### config.mk
export PLATFORM = sky130hd
export DESIGN_NAME = seconds_to_calendar_date_flat
export DESIGN_NICKNAME = d
export VERILOG_FILES = /design/src/hdl/stc_pkg.sv /design/src/hdl/stc_req_if.sv /design/src/hdl/stc_rsp_if.sv /design/src/hdl/stc_day_split.sv /design/src/hdl/stc_date_split.sv /design/src/hdl/stc_time_split.sv /design/src/hdl/seconds_to_calendar_date.sv /design/src/flat_wrapper.sv
export SDC_FILE = /design/constraint.sdc
export NUM_CORES = 1
export LEC_CHECK = 0
export ABC_AREA = 1
export BUFFER_PORTS_ARGS = -buffer_cell sky130_fd_sc_hd__buf_2
export CAP_MARGIN = 10
export CORE_MARGIN = 2
export CORE_UTILIZATION = 57
export CTS_BUF_LIST = sky130_fd_sc_hd__clkbuf_16
export CTS_CLUSTER_DIAMETER = 80
export CTS_CLUSTER_SIZE = 16
export DETAILED_ROUTE_END_ITERATION = 16
export PLACE_DENSITY = 0.81
export SLEW_MARGIN = 20
export SYNTH_ARGS = -nofsm -noshare
export SYNTH_HDL_FRONTEND = slang
export SYNTH_SLANG_ARGS = --single-unit
### constraint.sdc
create_clock -name clock -period 10.8 [get_ports clock]
set_input_delay 2.7 -clock clock [delete_from_list [all_inputs] [get_ports clock]]
set_output_delay 2.7 -clock clock [all_outputs]
set_load 0.03 [all_outputs]
### src/hdl/stc_pkg.sv
`timescale 1ns / 1ps

package stc_pkg;

   localparam int unsigned EPOCH_W  = 32;
   localparam int unsigned ZONE_W   = 5;
   localparam int unsigned YEAR_W   = 12;
   localparam int unsigned MONTH_W  = 4;
   localparam int unsigned MDAY_W   = 5;
   localparam int unsigned HOUR_W   = 5;
   localparam int unsigned MINUTE_W = 6;
   localparam int unsigned SECOND_W = 6;

   localparam logic [ZONE_W-1:0] ZONE_RESET = 5'd8;
   localparam int unsigned SEC_PER_HOUR = 3600;

   // seconds per day is 675 << 7
   localparam int unsigned LOCAL_W     = EPOCH_W + 1;
   localparam int unsigned DAY_LO_W    = 7;
   localparam int unsigned DAY_X_W     = LOCAL_W - DAY_LO_W;
   localparam int unsigned DAY_DIV     = 675;
   localparam int unsigned DAY_RECIP_W = 17;
   localparam logic [DAY_RECIP_W-1:0] DAY_RECIP = 17'd99420;
   localparam int unsigned DAY_SHIFT   = 26;
   localparam int unsigned DAY_PROD_W  = DAY_X_W + DAY_RECIP_W;
   localparam int unsigned DAY_REM_W   = 11;
   localparam int unsigned DAY_R_W     = 10;
   localparam int unsigned DAYS_W      = 16;
   localparam int unsigned SOD_W       = DAY_R_W + DAY_LO_W;

   // years counted from 1969 in units of 1461 days, 2100 patched by one day
   localparam int unsigned BASE_YEAR       = 1970;
   localparam int unsigned YEAR_2101_START = 47847;
   localparam int unsigned YR_V_W          = 18;
   localparam int unsigned YR_BIAS         = 1463;
   localparam int unsigned YR_CYCLE        = 1461;
   localparam int unsigned YR_RECIP_W      = 8;
   localparam logic [YR_RECIP_W-1:0] YR_RECIP = 8'd179;
   localparam int unsigned YR_PROD_W       = YR_V_W + YR_RECIP_W;
   localparam int unsigned YR_MUL_W        = 19;
   localparam int unsigned YR_REM_W        = 12;
   localparam int unsigned YR_IDX_W        = 8;
   localparam int unsigned YR_2100_IDX     = 130;
   localparam int unsigned DOY_W           = 9;

   // division by 60 as (x >> 2) / 15
   localparam int unsigned MIN_RECIP_W = 12;
   localparam logic [MIN_RECIP_W-1:0] MIN_RECIP = 12'd2184;
   localparam int unsigned MIN_SHIFT   = 15;
   localparam int unsigned MIN_PROD_W  = 27;
   localparam int unsigned MT_W        = 11;
   localparam int unsigned MT_REM_W    = 7;
   localparam int unsigned HR_PROD_W   = 21;
   localparam int unsigned SIXTY       = 60;

   typedef struct packed {
      logic [DAYS_W-1:0] days;
      logic [SOD_W-1:0]  sod;
   } day_split_type;

   function automatic logic [DAYS_W-1:0] year_start(input logic [YR_IDX_W-1:0] n);
      logic [DAYS_W-1:0] base;
      logic [DAYS_W-1:0] leaps;
      base  = DAYS_W'(n) * DAYS_W'(365);
      // leap years 1972, 1976, ... before year 1970 + n
      leaps = DAYS_W'(((YR_IDX_W + 1)'(n) + (YR_IDX_W + 1)'(1)) >> 2);
      if (n > YR_IDX_W'(YR_2100_IDX)) begin
         leaps = leaps - DAYS_W'(1);
      end
      return base + leaps;
   endfunction

   function automatic logic [DOY_W-1:0] month_start(input logic [MONTH_W-1:0] m,
                                                    input logic leap);
      logic [DOY_W-1:0] s;
      case (m)
         4'd0:    s = 9'd0;
         4'd1:    s = 9'd31;
         4'd2:    s = 9'd59;
         4'd3:    s = 9'd90;
         4'd4:    s = 9'd120;
         4'd5:    s = 9'd151;
         4'd6:    s = 9'd181;
         4'd7:    s = 9'd212;
         4'd8:    s = 9'd243;
         4'd9:    s = 9'd273;
         4'd10:   s = 9'd304;
         4'd11:   s = 9'd334;
         default: s = 9'd0;
      endcase
      if (leap && m >= 4'd2) begin
         s = s + 9'd1;
      end
      return s;
   endfunction

endpackage

### src/hdl/stc_req_if.sv
`timescale 1ns / 1ps

interface stc_req_if;
   logic                         valid;
   logic                         ready;
   logic [stc_pkg::EPOCH_W-1:0]  epoch_seconds;

   modport source (output valid, output epoch_seconds, input ready);
   modport sink   (input valid, input epoch_seconds, output ready);
endinterface

### src/hdl/stc_rsp_if.sv
`timescale 1ns / 1ps

interface stc_rsp_if;
   logic                          valid;
   logic                          ready;
   logic [stc_pkg::YEAR_W-1:0]    year;
   logic [stc_pkg::MONTH_W-1:0]   month;
   logic [stc_pkg::MDAY_W-1:0]    day_of_month;
   logic [stc_pkg::HOUR_W-1:0]    hour;
   logic [stc_pkg::MINUTE_W-1:0]  minute;
   logic [stc_pkg::SECOND_W-1:0]  second;

   modport source (output valid, output year, output month, output day_of_month,
                   output hour, output minute, output second, input ready);
   modport sink   (input valid, input year, input month, input day_of_month,
                   input hour, input minute, input second, output ready);
endinterface

### src/hdl/stc_day_split.sv
`timescale 1ns / 1ps

module stc_day_split (
   input  logic                        clock,
   input  logic                        reset,
   input  logic                        en,
   input  logic                        in_valid,
   input  logic [stc_pkg::EPOCH_W-1:0] epoch_seconds,
   input  logic [stc_pkg::ZONE_W-1:0]  zone_offset_hours,
   output logic                        out_valid,
   output stc_pkg::day_split_type      out_split
);
   import stc_pkg::*;

   localparam int unsigned STAGES = 4;

   logic [STAGES-1:0]    valid_ff, valid_in;

   logic [LOCAL_W-1:0]   local_sec_ff, local_sec_in;

   logic [DAY_PROD_W-1:0] day_prod;
   logic [DAYS_W-1:0]    q1_ff, q1_in;
   logic [DAY_X_W-1:0]   x1_ff, x1_in;
   logic [DAY_LO_W-1:0]  lo1_ff, lo1_in;

   logic [DAY_X_W-1:0]   q_mul;
   logic [DAYS_W-1:0]    q2_ff, q2_in;
   logic [DAY_REM_W-1:0] r2_ff, r2_in;
   logic [DAY_LO_W-1:0]  lo2_ff, lo2_in;

   day_split_type        split_ff, split_in;
   logic [DAY_REM_W-1:0] r_fix;

   assign valid_in = {valid_ff[STAGES-2:0], in_valid};

   // stage 0: local seconds
   assign local_sec_in = LOCAL_W'(epoch_seconds)
                       + LOCAL_W'(zone_offset_hours) * LOCAL_W'(SEC_PER_HOUR);

   // stage 1: day estimate, may be one low
   assign day_prod = DAY_PROD_W'(local_sec_ff[LOCAL_W-1:DAY_LO_W]) * DAY_PROD_W'(DAY_RECIP);
   assign q1_in    = day_prod[DAY_SHIFT +: DAYS_W];
   assign x1_in    = local_sec_ff[LOCAL_W-1:DAY_LO_W];
   assign lo1_in   = local_sec_ff[DAY_LO_W-1:0];

   // stage 2: remainder of the estimate
   assign q_mul  = DAY_X_W'(q1_ff) * DAY_X_W'(DAY_DIV);
   assign r2_in  = DAY_REM_W'(x1_ff - q_mul);
   assign q2_in  = q1_ff;
   assign lo2_in = lo1_ff;

   // stage 3: correction
   always_comb begin
      if (r2_ff >= DAY_REM_W'(DAY_DIV)) begin
         split_in.days = q2_ff + DAYS_W'(1);
         r_fix         = r2_ff - DAY_REM_W'(DAY_DIV);
      end else begin
         split_in.days = q2_ff;
         r_fix         = r2_ff;
      end
      split_in.sod = {r_fix[DAY_R_W-1:0], lo2_ff};
   end

   always_ff @(posedge clock) begin
      if (reset) begin
         valid_ff <= '0;
      end else if (en) begin
         valid_ff <= valid_in;
      end
   end

   always_ff @(posedge clock) begin
      if (en) begin
         local_sec_ff <= local_sec_in;
         q1_ff        <= q1_in;
         x1_ff        <= x1_in;
         lo1_ff       <= lo1_in;
         q2_ff        <= q2_in;
         r2_ff        <= r2_in;
         lo2_ff       <= lo2_in;
         split_ff     <= split_in;
      end
   end

   assign out_valid = valid_ff[STAGES-1];
   assign out_split = split_ff;

endmodule

### src/hdl/stc_date_split.sv
`timescale 1ns / 1ps

module stc_date_split (
   input  logic                         clock,
   input  logic                         reset,
   input  logic                         en,
   input  logic                         in_valid,
   input  logic [stc_pkg::DAYS_W-1:0]   days,
   output logic                         out_valid,
   output logic [stc_pkg::YEAR_W-1:0]   year,
   output logic [stc_pkg::MONTH_W-1:0]  month,
   output logic [stc_pkg::MDAY_W-1:0]   day_of_month
);
   import stc_pkg::*;

   localparam int unsigned STAGES = 4;

   logic [STAGES-1:0]     valid_ff, valid_in;

   logic [DAYS_W-1:0]     days_adj;
   logic [YR_PROD_W-1:0]  yr_prod;
   logic [YR_V_W-1:0]     v4_ff, v4_in;
   logic [YR_IDX_W-1:0]   q4_ff, q4_in;
   logic [DAYS_W-1:0]     d4_ff;

   logic [YR_MUL_W-1:0]   yr_mul;
   logic [YR_REM_W-1:0]   yr_rem;
   logic [YR_IDX_W-1:0]   n5_ff, n5_in;
   logic [DAYS_W-1:0]     d5_ff;

   logic [DAYS_W-1:0]     start6;
   logic [DOY_W-1:0]      doy6_ff, doy6_in;
   logic                  leap6_ff, leap6_in;
   logic [YR_IDX_W-1:0]   n6_ff;

   logic [MONTH_W-1:0]    mon_idx;
   logic [DOY_W-1:0]      mday0;
   logic [YEAR_W-1:0]     year_ff, year_in;
   logic [MONTH_W-1:0]    month_ff, month_in;
   logic [MDAY_W-1:0]     mday_ff, mday_in;

   assign valid_in = {valid_ff[STAGES-2:0], in_valid};

   // stage 4: year estimate from 1461-day cycles
   assign days_adj = (days >= DAYS_W'(YEAR_2101_START)) ? days + DAYS_W'(1) : days;
   assign v4_in    = {days_adj, 2'b00} + YR_V_W'(YR_BIAS);
   assign yr_prod  = YR_PROD_W'(v4_in) * YR_PROD_W'(YR_RECIP);
   assign q4_in    = yr_prod[YR_PROD_W-1 -: YR_IDX_W];

   // stage 5: correct the estimate
   assign yr_mul = YR_MUL_W'(q4_ff) * YR_MUL_W'(YR_CYCLE);
   assign yr_rem = YR_REM_W'(YR_MUL_W'(v4_ff) - yr_mul);
   assign n5_in  = (yr_rem >= YR_REM_W'(YR_CYCLE)) ? q4_ff : q4_ff - YR_IDX_W'(1);

   // stage 6: day of year and leap flag
   assign start6   = year_start(n5_ff);
   assign doy6_in  = DOY_W'(d5_ff - start6);
   assign leap6_in = (n5_ff[1:0] == 2'd2) && (n5_ff != YR_IDX_W'(YR_2100_IDX));

   // stage 7: month and day
   always_comb begin
      mon_idx = '0;
      for (int m = 1; m < 12; m++) begin
         if (doy6_ff >= month_start(MONTH_W'(m), leap6_ff)) begin
            mon_idx = MONTH_W'(m);
         end
      end
      mday0    = doy6_ff - month_start(mon_idx, leap6_ff);
      month_in = mon_idx + MONTH_W'(1);
      mday_in  = MDAY_W'(mday0) + MDAY_W'(1);
      year_in  = YEAR_W'(n6_ff) + YEAR_W'(BASE_YEAR);
   end

   always_ff @(posedge clock) begin
      if (reset) begin
         valid_ff <= '0;
      end else if (en) begin
         valid_ff <= valid_in;
      end
   end

   always_ff @(posedge clock) begin
      if (en) begin
         v4_ff    <= v4_in;
         q4_ff    <= q4_in;
         d4_ff    <= days;
         n5_ff    <= n5_in;
         d5_ff    <= d4_ff;
         doy6_ff  <= doy6_in;
         leap6_ff <= leap6_in;
         n6_ff    <= n5_ff;
         year_ff  <= year_in;
         month_ff <= month_in;
         mday_ff  <= mday_in;
      end
   end

   assign out_valid    = valid_ff[STAGES-1];
   assign year         = year_ff;
   assign month        = month_ff;
   assign day_of_month = mday_ff;

endmodule

### src/hdl/stc_time_split.sv
`timescale 1ns / 1ps

module stc_time_split (
   input  logic                          clock,
   input  logic                          en,
   input  logic [stc_pkg::SOD_W-1:0]     sod,
   output logic [stc_pkg::HOUR_W-1:0]    hour,
   output logic [stc_pkg::MINUTE_W-1:0]  minute,
   output logic [stc_pkg::SECOND_W-1:0]  second
);
   import stc_pkg::*;

   logic [MIN_PROD_W-1:0] min_prod;
   logic [MT_W-1:0]       mt4_ff, mt4_in;
   logic [SOD_W-1:0]      sod4_ff;

   logic [SOD_W-1:0]      sec_mul;
   logic [MT_REM_W-1:0]   sec_rem;
   logic [MT_W-1:0]       mt5_ff, mt5_in;
   logic [SECOND_W-1:0]   sec5_ff, sec5_in;

   logic [HR_PROD_W-1:0]  hr_prod;
   logic [HOUR_W-1:0]     h6_ff, h6_in;
   logic [MT_W-1:0]       mt6_ff;
   logic [SECOND_W-1:0]   sec6_ff;

   logic [MT_W-1:0]       min_mul;
   logic [MT_REM_W-1:0]   min_rem;
   logic [HOUR_W-1:0]     hour_ff, hour_in;
   logic [MINUTE_W-1:0]   minute_ff, minute_in;
   logic [SECOND_W-1:0]   second_ff;

   // stage 4: minute-of-day estimate
   assign min_prod = MIN_PROD_W'(sod[SOD_W-1:2]) * MIN_PROD_W'(MIN_RECIP);
   assign mt4_in   = min_prod[MIN_SHIFT +: MT_W];

   // stage 5: correct, split off seconds
   assign sec_mul = SOD_W'(mt4_ff) * SOD_W'(SIXTY);
   assign sec_rem = MT_REM_W'(sod4_ff - sec_mul);
   always_comb begin
      if (sec_rem >= MT_REM_W'(SIXTY)) begin
         mt5_in  = mt4_ff + MT_W'(1);
         sec5_in = SECOND_W'(sec_rem - MT_REM_W'(SIXTY));
      end else begin
         mt5_in  = mt4_ff;
         sec5_in = SECOND_W'(sec_rem);
      end
   end

   // stage 6: hour estimate
   assign hr_prod = HR_PROD_W'(mt5_ff[MT_W-1:2]) * HR_PROD_W'(MIN_RECIP);
   assign h6_in   = hr_prod[MIN_SHIFT +: HOUR_W];

   // stage 7: correct, split off minutes
   assign min_mul = MT_W'(h6_ff) * MT_W'(SIXTY);
   assign min_rem = MT_REM_W'(mt6_ff - min_mul);
   always_comb begin
      if (min_rem >= MT_REM_W'(SIXTY)) begin
         hour_in   = h6_ff + HOUR_W'(1);
         minute_in = MINUTE_W'(min_rem - MT_REM_W'(SIXTY));
      end else begin
         hour_in   = h6_ff;
         minute_in = MINUTE_W'(min_rem);
      end
   end

   always_ff @(posedge clock) begin
      if (en) begin
         mt4_ff    <= mt4_in;
         sod4_ff   <= sod;
         mt5_ff    <= mt5_in;
         sec5_ff   <= sec5_in;
         h6_ff     <= h6_in;
         mt6_ff    <= mt5_ff;
         sec6_ff   <= sec5_ff;
         hour_ff   <= hour_in;
         minute_ff <= minute_in;
         second_ff <= sec6_ff;
      end
   end

   assign hour   = hour_ff;
   assign minute = minute_ff;
   assign second = second_ff;

endmodule

### src/hdl/seconds_to_calendar_date.sv
`timescale 1ns / 1ps

// Converts unsigned seconds since 1970-01-01 00:00:00 UTC, plus the whole-hour
// zone offset in the csr register (reset value 8), into local year, month, day,
// hour, minute and second under the Gregorian rule, 2100 included. The pipeline
// is eight register stages deep, and one beat is taken every cycle while the output
// is not stalled. The last stage is the output register; while it holds a beat
// that is not taken, the whole pipeline stops and req ready goes low. Write the
// zone offset only while the pipeline is empty.

module seconds_to_calendar_date (
   input  logic                        clock,
   input  logic                        reset,
   stc_req_if.sink                     req_if,
   stc_rsp_if.source                   rsp_if,
   input  logic                        csr_we,
   input  logic [stc_pkg::ZONE_W-1:0]  csr_wdata
);
   import stc_pkg::*;

   logic [ZONE_W-1:0] zone_ff, zone_in;
   logic              advance;
   logic              split_valid;
   day_split_type     split;

   assign zone_in = csr_we ? csr_wdata : zone_ff;

   always_ff @(posedge clock) begin
      if (reset) begin
         zone_ff <= ZONE_RESET;
      end else begin
         zone_ff <= zone_in;
      end
   end

   assign advance      = !rsp_if.valid || rsp_if.ready;
   assign req_if.ready = advance;

   stc_day_split u_day_split (
      .clock             (clock),
      .reset             (reset),
      .en                (advance),
      .in_valid          (req_if.valid),
      .epoch_seconds     (req_if.epoch_seconds),
      .zone_offset_hours (zone_ff),
      .out_valid         (split_valid),
      .out_split         (split)
   );

   stc_date_split u_date_split (
      .clock        (clock),
      .reset        (reset),
      .en           (advance),
      .in_valid     (split_valid),
      .days         (split.days),
      .out_valid    (rsp_if.valid),
      .year         (rsp_if.year),
      .month        (rsp_if.month),
      .day_of_month (rsp_if.day_of_month)
   );

   stc_time_split u_time_split (
      .clock  (clock),
      .en     (advance),
      .sod    (split.sod),
      .hour   (rsp_if.hour),
      .minute (rsp_if.minute),
      .second (rsp_if.second)
   );

endmodule

### src/flat_wrapper.sv
// flat-port wrapper written by rule: the top's interface ports become plain ports
module seconds_to_calendar_date_flat import stc_pkg::*;
  (clock, reset, csr_we, csr_wdata, req_if_valid, req_if_epoch_seconds, req_if_ready, rsp_if_valid, rsp_if_year, rsp_if_month, rsp_if_day_of_month, rsp_if_hour, rsp_if_minute, rsp_if_second, rsp_if_ready);
  stc_req_if req_if_i ();
  stc_rsp_if rsp_if_i ();
  input  logic clock;
  input  logic reset;
  input  logic csr_we;
  input  logic [stc_pkg::ZONE_W-1:0] csr_wdata;
  input wire logic [$bits(req_if_i.valid)-1:0] req_if_valid;
  input wire logic [$bits(req_if_i.epoch_seconds)-1:0] req_if_epoch_seconds;
  output wire logic [$bits(req_if_i.ready)-1:0] req_if_ready;
  output wire logic [$bits(rsp_if_i.valid)-1:0] rsp_if_valid;
  output wire logic [$bits(rsp_if_i.year)-1:0] rsp_if_year;
  output wire logic [$bits(rsp_if_i.month)-1:0] rsp_if_month;
  output wire logic [$bits(rsp_if_i.day_of_month)-1:0] rsp_if_day_of_month;
  output wire logic [$bits(rsp_if_i.hour)-1:0] rsp_if_hour;
  output wire logic [$bits(rsp_if_i.minute)-1:0] rsp_if_minute;
  output wire logic [$bits(rsp_if_i.second)-1:0] rsp_if_second;
  input wire logic [$bits(rsp_if_i.ready)-1:0] rsp_if_ready;
  assign req_if_i.valid = req_if_valid;
  assign req_if_i.epoch_seconds = req_if_epoch_seconds;
  assign req_if_ready = req_if_i.ready;
  assign rsp_if_valid = rsp_if_i.valid;
  assign rsp_if_year = rsp_if_i.year;
  assign rsp_if_month = rsp_if_i.month;
  assign rsp_if_day_of_month = rsp_if_i.day_of_month;
  assign rsp_if_hour = rsp_if_i.hour;
  assign rsp_if_minute = rsp_if_i.minute;
  assign rsp_if_second = rsp_if_i.second;
  assign rsp_if_i.ready = rsp_if_ready;
  seconds_to_calendar_date u_core (.clock(clock), .reset(reset), .req_if(req_if_i), .rsp_if(rsp_if_i), .csr_we(csr_we), .csr_wdata(csr_wdata));
endmodule
---- Word-level counts from Yosys, hierarchy flattened ----
Memory sizes are Yosys's and may differ from the RTL's.
Index checks and enable logic that the tools add are counted.
storage, ports and cells
  memories kept ........................... 1
  output and inout bits ................... 40
  input port bits ......................... 42
  register bits ........................... 302
  ROM bits ................................ 144
  logic and storage cells ................. 122
memory list
  memory           depth  bits a word  read ports  clocked after Yosys merged registers in  write ports  RTL line       source
  (no name shown)  16     9            1           0                                        0            stc_pkg.sv:76  case (m)
operators by class
  eq/ne operators ......................... 2
  mux-type cells .......................... 31
  $add $sub $neg .......................... 23
  order comparisons ....................... 18
  reductions and logical operators ........ 4
  multiply operators ...................... 10
operators with widths
  kind                                                                      count
  26-bit by 15-bit multiplier with 40-bit output (second input constant)    1
  9-bit by 8-bit >= comparator with 1-bit output                            4
  32-bit by 17-bit adder with 33-bit output                                 1
  16-bit by 1-bit adder with 16-bit output (second input constant)          2
  16-bit two-way mux                                                        2
  9-bit >= comparator                                                       3
  18-bit by 8-bit multiplier with 26-bit output (second input constant)     1
  15-bit by 9-bit multiplier with 23-bit output (second input constant)     1
  4-bit two-way mux                                                         5
  18-bit by 11-bit adder with 18-bit output (second input constant)         1
  9-bit by 7-bit >= comparator with 1-bit output                            2
  3-bit two-way mux                                                         6
  9-bit by 9-bit multiplier with 17-bit output (second input constant)      1
  16-bit >= comparator (second input constant)                              1
  16-bit by 10-bit multiplier with 11-bit output (second input constant)    1
  5-bit by 1-bit adder with 5-bit output (second input constant)            3
  7-bit by 6-bit >= comparator with 1-bit output (second input constant)    2
  7-bit subtractor                                                          2
  5-bit by 8-bit multiplier with 13-bit output (second input constant)      1
  8-bit by 11-bit adder with 12-bit output (second input constant)          1
  12-bit by 11-bit >= comparator with 1-bit output (second input constant)  1
  8-bit by 11-bit multiplier with 12-bit output (second input constant)     1
  6-bit two-way mux                                                         2
  12-bit subtractor                                                         1
  other kinds (31)                                                          42

---- Logic depth before layout (Yosys ltp) ----
  word-level depth ........................ 17
  mapped depth ............................ 33
  mapped depth without buffers ............ 33

---- Hierarchy ----
A second synthesis with hierarchy kept.
second synthesis, totals
  cells, all modules ...................... 3719
  area, all modules ....................... 32023.2 um2
by module, submodules not included
  module                    cells each  sequential area each (um2)  area an instance (um2)  instances
  stc_day_split             1770        4103.9                      15219.6                 1
  stc_date_split            1286        2572.5                      10820.4                 1
  stc_time_split            630         2102.0                      5759.3                  1
  seconds_to_calendar_date  33          100.1                       224.0                   1

---- Least setup slack after synthesis ----
Ideal clock, no wire load.
  kind .................................... input to output
  from .................................... input rsp_if_ready
  to ...................................... output req_if_ready
  stages on the path ...................... 2
  data arrival time ....................... 8.542 ns
  setup slack ............................. -0.442 ns
  path buffers ............................ 0
  data required time ...................... 8.100 ns
  path through ............................ nor2_1 -> clkinv_1
between the ends
  cells in the longest elaborated chain, start to end .. 1
ends and longest elaborated chain
  element           RTL line                        source
  start, declared   flat_wrapper.sv:20              input wire logic [$bits(rsp_if_i.ready)-1:0] rsp_if_ready;
  1-bit logical OR  seconds_to_calendar_date.sv:36  assign advance = !rsp_if.valid || rsp_if.ready;
  end, declared     flat_wrapper.sv:12              output wire logic [$bits(req_if_i.ready)-1:0] req_if_ready;
Every way passes these cells.

---- Worst setup path in the final report ----
  from .................................... register u_core.u_day_split.split_ff, in the netlist u_core.u_day_split.out_split[17]
  to ...................................... register u_core.u_date_split.q4_ff[5], data pin
between the ends
  cells in the longest elaborated chain, start to end .. 4
  elaborated cells between the ends (all ways) .. 5
  classes of those cells .................. 2 x add/sub; 1 x mul; 1 x order compare; 1 x mux
ends and longest elaborated chain
  element                                                                                  RTL line              source
  start, declared                                                                          stc_day_split.sv:31   day_split_type split_ff, split_in;
  start signal, assigned                                                                   stc_day_split.sv:81   split_ff <= split_in;
  16-bit by 1-bit adder with 16-bit output / 16-bit >= comparator (equally long branches)  stc_date_split.sv:45  assign days_adj = (days >= DAYS_W'(YEAR_2101_START)) ? days + DAYS_W'(1) : days;
  16-bit two-way mux *                                                                     stc_date_split.sv:45
  18-bit by 11-bit adder with 18-bit output *                                              stc_date_split.sv:46  assign v4_in = {days_adj, 2'b00} + YR_V_W'(YR_BIAS);
  18-bit by 8-bit multiplier with 26-bit output *                                          stc_date_split.sv:47  assign yr_prod = YR_PROD_W'(v4_in) * YR_PROD_W'(YR_RECIP);
  named net u_core.u_date_split.yr_prod[23]                                                stc_date_split.sv:21  logic [YR_PROD_W-1:0] yr_prod;
  end signal, assigned                                                                     stc_date_split.sv:85  q4_ff <= q4_in;
  end, declared                                                                            stc_date_split.sv:23  logic [YR_IDX_W-1:0] q4_ff, q4_in;
The timed path passes the listed nets; every way through them passes the cells marked *.
A chain may end at the register's enable or synchronous reset.

==> results.cfg <==
[routing]
num_vias = 19430
post_drt_wl_per_cell_um = 13.78
avgViaCountPerCell = 5.181
drt-total-wl_um = 51680
drt_first_pass_iters = 5
post_detailed_route_drc_marker_count = 0
drt_iter0_drc = 927
final_antenna_net_count = 0

[timing]
final-setup-viol-count = 0
timing.final.max_slew_violations = 0
period_share = 0.6882
layout_min_cycle_time_ns = 7.432
timing_worst_slew_pin_value_ns = 1.031
maxSlewHeadroom = 0.3113
fmaxAchievable_mhz = 134.5
rsz0062_at_grt = no
report.final.hold_viol_count = 0
fin_setup_tns_ns = 0
fin_clk_skew_ns = 0.02277

[setup_path]
timing.critical_path.to = u_core.u_date_split.q4_ff[5]$_DFFE_PP_
critPathMaxStageDelay_ns = 0.71
launch_instance_of_the_worst_register_to_register_path = u_core.u_day_split.out_split[17]$_DFFE_PP_
worst-path-max-fanout = 29
critPathLaunch = u_core.u_day_split.out_split[17]$_DFFE_PP_
worst_r2r_endpoint = u_core.u_date_split.q4_ff[5]$_DFFE_PP_
r2r.worst_path.cells = 28
setup.worst_path.start_class = register
worstPathArrival_ns = 7.75
slowest_stage_cell_cp = sky130_fd_sc_hd__xor2_1
timing.critical_path.to_type = register
setup.reg_to_reg.worst_slack_ns = 3.37
criticalPathCategory = register to register
worstPathRequired_ns = 11.11

[finish]
n_antenna_cell = 0
post-route-util = 0.6187
layout_area_growth_over_synthesis_pct = 6.966
layout-drive-gt1-share = 0.05229
number_of_nets_in_the_layout = 3828

[yosys]
synth_nets = 3727
postSynth.topFlopCell = sky130_fd_sc_hd__edfxtp_1
seq_area_frac_synth = 0.3053
synth_enable_flop_cells = 287
synth_async_sr_flop_share = 0
netlist_instances = 2965
syn_area_per_cell_um2 = 9.808
syn-cell-area_mm2 = 0.02908
number_of_register_bits_inferred_by_synthesis = 300
synthDistinctLibCells = 62
yosys_warnings = 0

[placed_design]
gpl.final_weighted_congestion = 0.8966
port_buffers = 81
final_hpwl_dp_um = 42700

[clock_tree]
cts.sinks = 300
clk_pin_slew_ns = 0.07
number_of_post_cts_setup_repair_buffers = 0
cts_buffers = 26
clock_tree.htree_level_count = 1
clock_insertion_delay_worst_skew_ns = 0.57
hold_buffers = 0
ctsRootBufferMaster = sky130_fd_sc_hd__clkbuf_16
clock_tree_from_tritoncts = done
quantity_of_gates_resized_following_cts = 0
clock_tree.buffer_depth = 3

[global_route]
gr-total-overflow = 0
wire_length_of_the_first_global_routing_pass_um = 90300
grt.total_usage = 0.2040
first_global_vias = 20020
antenna_found_initial = 0
grt_max_degree = 153

[floorplanning]
num_rows = 82
initial_utilization = 0.5784
die-height_um = 229.9
ios = 82
floorplan.die.width_um = 229.9
core_region_area_mm2 = 0.05027
die-area_mm2 = 0.05284

[outcome]
outcome = completed

[job]
cap_viol_max_count = 0

[hold_path]
min_from = u_core.u_day_split.local_sec_ff[2]$_DFFE_PP_
path_category_of_the_worst_min_delay_check = register to register
-- synthesized netlist by cell type (2+ instances only) --
| master | n | area [um2] |
|---|---|---|
| sky130_fd_sc_hd__nor3_2 | 2 | 20.02 |
| sky130_fd_sc_hd__nand3_2 | 3 | 30.03 |
| sky130_fd_sc_hd__edfxtp_1 | 287 | 8618 |
| sky130_fd_sc_hd__nor2_1 | 153 | 574.3 |
| sky130_fd_sc_hd__inv_2 | 5 | 18.77 |
| sky130_fd_sc_hd__o311ai_0 | 2 | 17.52 |
| sky130_fd_sc_hd__nor4_1 | 12 | 75.07 |
| sky130_fd_sc_hd__buf_2 | 3 | 15.01 |
| sky130_fd_sc_hd__o21ai_0 | 97 | 485.5 |
| sky130_fd_sc_hd__a211oi_1 | 3 | 22.52 |
| sky130_fd_sc_hd__nand4_1 | 27 | 168.9 |
| sky130_fd_sc_hd__nor3b_1 | 2 | 15.01 |
| sky130_fd_sc_hd__inv_1 | 670 | 2515 |
| sky130_fd_sc_hd__o221ai_1 | 5 | 43.79 |
| sky130_fd_sc_hd__a21oi_1 | 141 | 705.7 |
| sky130_fd_sc_hd__o22ai_1 | 2 | 12.51 |
| sky130_fd_sc_hd__o21a_1 | 5 | 37.54 |
| sky130_fd_sc_hd__clkbuf_1 | 5 | 18.77 |
| sky130_fd_sc_hd__nand3_1 | 86 | 430.4 |
| sky130_fd_sc_hd__a31oi_1 | 11 | 68.82 |
| sky130_fd_sc_hd__o21ai_2 | 6 | 52.55 |
| sky130_fd_sc_hd__nor3_1 | 35 | 175.2 |
| sky130_fd_sc_hd__ha_1 | 506 | 6331 |
| sky130_fd_sc_hd__a311oi_1 | 2 | 17.52 |
| sky130_fd_sc_hd__nand2_4 | 3 | 33.78 |
| sky130_fd_sc_hd__a21boi_0 | 7 | 52.55 |
| sky130_fd_sc_hd__o21ai_1 | 12 | 60.06 |
| sky130_fd_sc_hd__dfxtp_1 | 13 | 260.3 |
| sky130_fd_sc_hd__fa_1 | 214 | 4284 |
| sky130_fd_sc_hd__o31ai_1 | 3 | 22.52 |
| sky130_fd_sc_hd__xor2_1 | 157 | 1375 |
| sky130_fd_sc_hd__nand2_2 | 8 | 50.05 |
| sky130_fd_sc_hd__or2_2 | 4 | 25.02 |
| sky130_fd_sc_hd__a21o_1 | 8 | 60.06 |
| sky130_fd_sc_hd__o211ai_1 | 8 | 60.06 |
| sky130_fd_sc_hd__nand2_1 | 343 | 1287 |
| sky130_fd_sc_hd__o21bai_1 | 10 | 75.07 |
| sky130_fd_sc_hd__and2_1 | 2 | 12.51 |
| sky130_fd_sc_hd__xnor2_1 | 80 | 700.7 |
-- routing by layer --
metal,wire [um],part of all wire,track usage
met3,1513,0.029,0.01823
met4,1370,0.027,0.05423
met5,0,0,0
met1,22060,0.43,0.2503
met2,26740,0.52,0.3822
-- worst max-delay path: cells and delay by family, from the launching register on --
| family | cells | cell delay (ns) |
|---|---|---|
| AOI/OAI and AO/OA | 3 | 0.70 |
| buffers and inverters | 5 | 0.26 |
| DFF | 1 | 0.50 |
| and+or+nand+nor | 10 | 1.76 |
| adders and majority gates | 7 | 2.62 |
| xor gates and xnor gates | 3 | 1.30 |
-- sequential cells by signal (all words and copies together), names as in the netlist, 11 cells and up --
name and flops:
u_core.u_day_split.local_sec_ff 33, u_core.u_day_split.out_split 33, u_core.u_day_split.q1_ff 16, u_core.u_day_split.q2_ff 16
u_core.u_date_split.year 12, u_core.u_day_split.r2_ff 11, u_core.u_day_split.x1_ff 11, u_core.u_time_split.mt4_ff 11
u_core.u_time_split.mt5_ff 11
-- worst min path at each step --
stage                                               end  slack (ns)  cells past startpoint
2_1_floorplan    u_core.u_date_split.d5_ff[0]$_DFFE_PP_        0.40                      0
3_3_place_gp   u_core.u_time_split.sec6_ff[4]$_DFFE_PP_        0.40                      0
3_5_place_dp     u_core.u_date_split.d5_ff[5]$_DFFE_PP_        0.40                      0
4_1_cts          u_core.u_day_split.lo1_ff[2]$_DFFE_PP_        0.40                      0
5_1_grt          u_core.u_day_split.lo1_ff[2]$_DFFE_PP_        0.41                      0
6_report         u_core.u_day_split.lo1_ff[2]$_DFFE_PP_        0.40                      0
-- cells by family after synthesis --
| group | count (synthesis) | synth area share |
|---|---|---|
| adder cells (fa/ha/maj) | 720 | 0.3650 |
| buffers and inverters | 687 | 0.08958 |
| AND/OR/NAND/NOR | 686 | 0.1018 |
| AO/OA/AOI/OAI | 331 | 0.06488 |
| flip-flops | 300 | 0.3053 |
| XOR/XNOR | 239 | 0.07289 |
| other | 1 | 0.0001290 |
| multiplexers | 1 | 0.0003442 |
-- layout by cell type, fill, tap and decap left out, types with 8 or more instances in the layout --
cell | synthesis | final
sky130_fd_sc_hd__inv_1 | 670 | 674
sky130_fd_sc_hd__ha_1 | 506 | 506
sky130_fd_sc_hd__nand2_1 | 343 | 343
sky130_fd_sc_hd__edfxtp_1 | 287 | 287
sky130_fd_sc_hd__fa_1 | 214 | 214
sky130_fd_sc_hd__xor2_1 | 157 | 157
sky130_fd_sc_hd__nor2_1 | 153 | 153
sky130_fd_sc_hd__a21oi_1 | 141 | 141
sky130_fd_sc_hd__o21ai_0 | 97 | 97
sky130_fd_sc_hd__nand3_1 | 86 | 86
sky130_fd_sc_hd__buf_2 | 3 | 81
sky130_fd_sc_hd__xnor2_1 | 80 | 80
sky130_fd_sc_hd__nor3_1 | 35 | 35
sky130_fd_sc_hd__nand4_1 | 27 | 27
sky130_fd_sc_hd__clkbuf_16 | 0 | 27
sky130_fd_sc_hd__dfxtp_1 | 13 | 13
sky130_fd_sc_hd__o21ai_1 | 12 | 12
sky130_fd_sc_hd__nor4_1 | 12 | 12
sky130_fd_sc_hd__a31oi_1 | 11 | 11
sky130_fd_sc_hd__o21bai_1 | 10 | 10
sky130_fd_sc_hd__nand2_2 | 8 | 8
sky130_fd_sc_hd__o211ai_1 | 8 | 8
sky130_fd_sc_hd__a21o_1 | 8 | 8
-- layout make-up --
type / count / area, um2
clock buffers: 27 / 675.6
clock inverters: 14 / 116.4
fillers: 4040 / 19170
inverters: 676 / 2550
multi-input cells: 1978 / 17600
flip-flops and latches: 300 / 8879
well taps: 672 / 840.8
repair buffers: 84 / 447.9
-- per-stage QoR --
step	hold WS [ns]	instances	instance area, um2	setup slack (ns)
floorplan	0.4003	2965	29080	2.316
global placement	0.4009	3709	30290	3.519
detailed placement	0.4045	3709	30290	3.425
CTS	0.4005	3750	31080	3.398
global route	0.4136	3751	31110	2.632
finish	0.4037	3751	31110	3.368
Power is not shown: default switching activity piles up to over one toggle a cycle in this logic, so the estimate is an artifact.
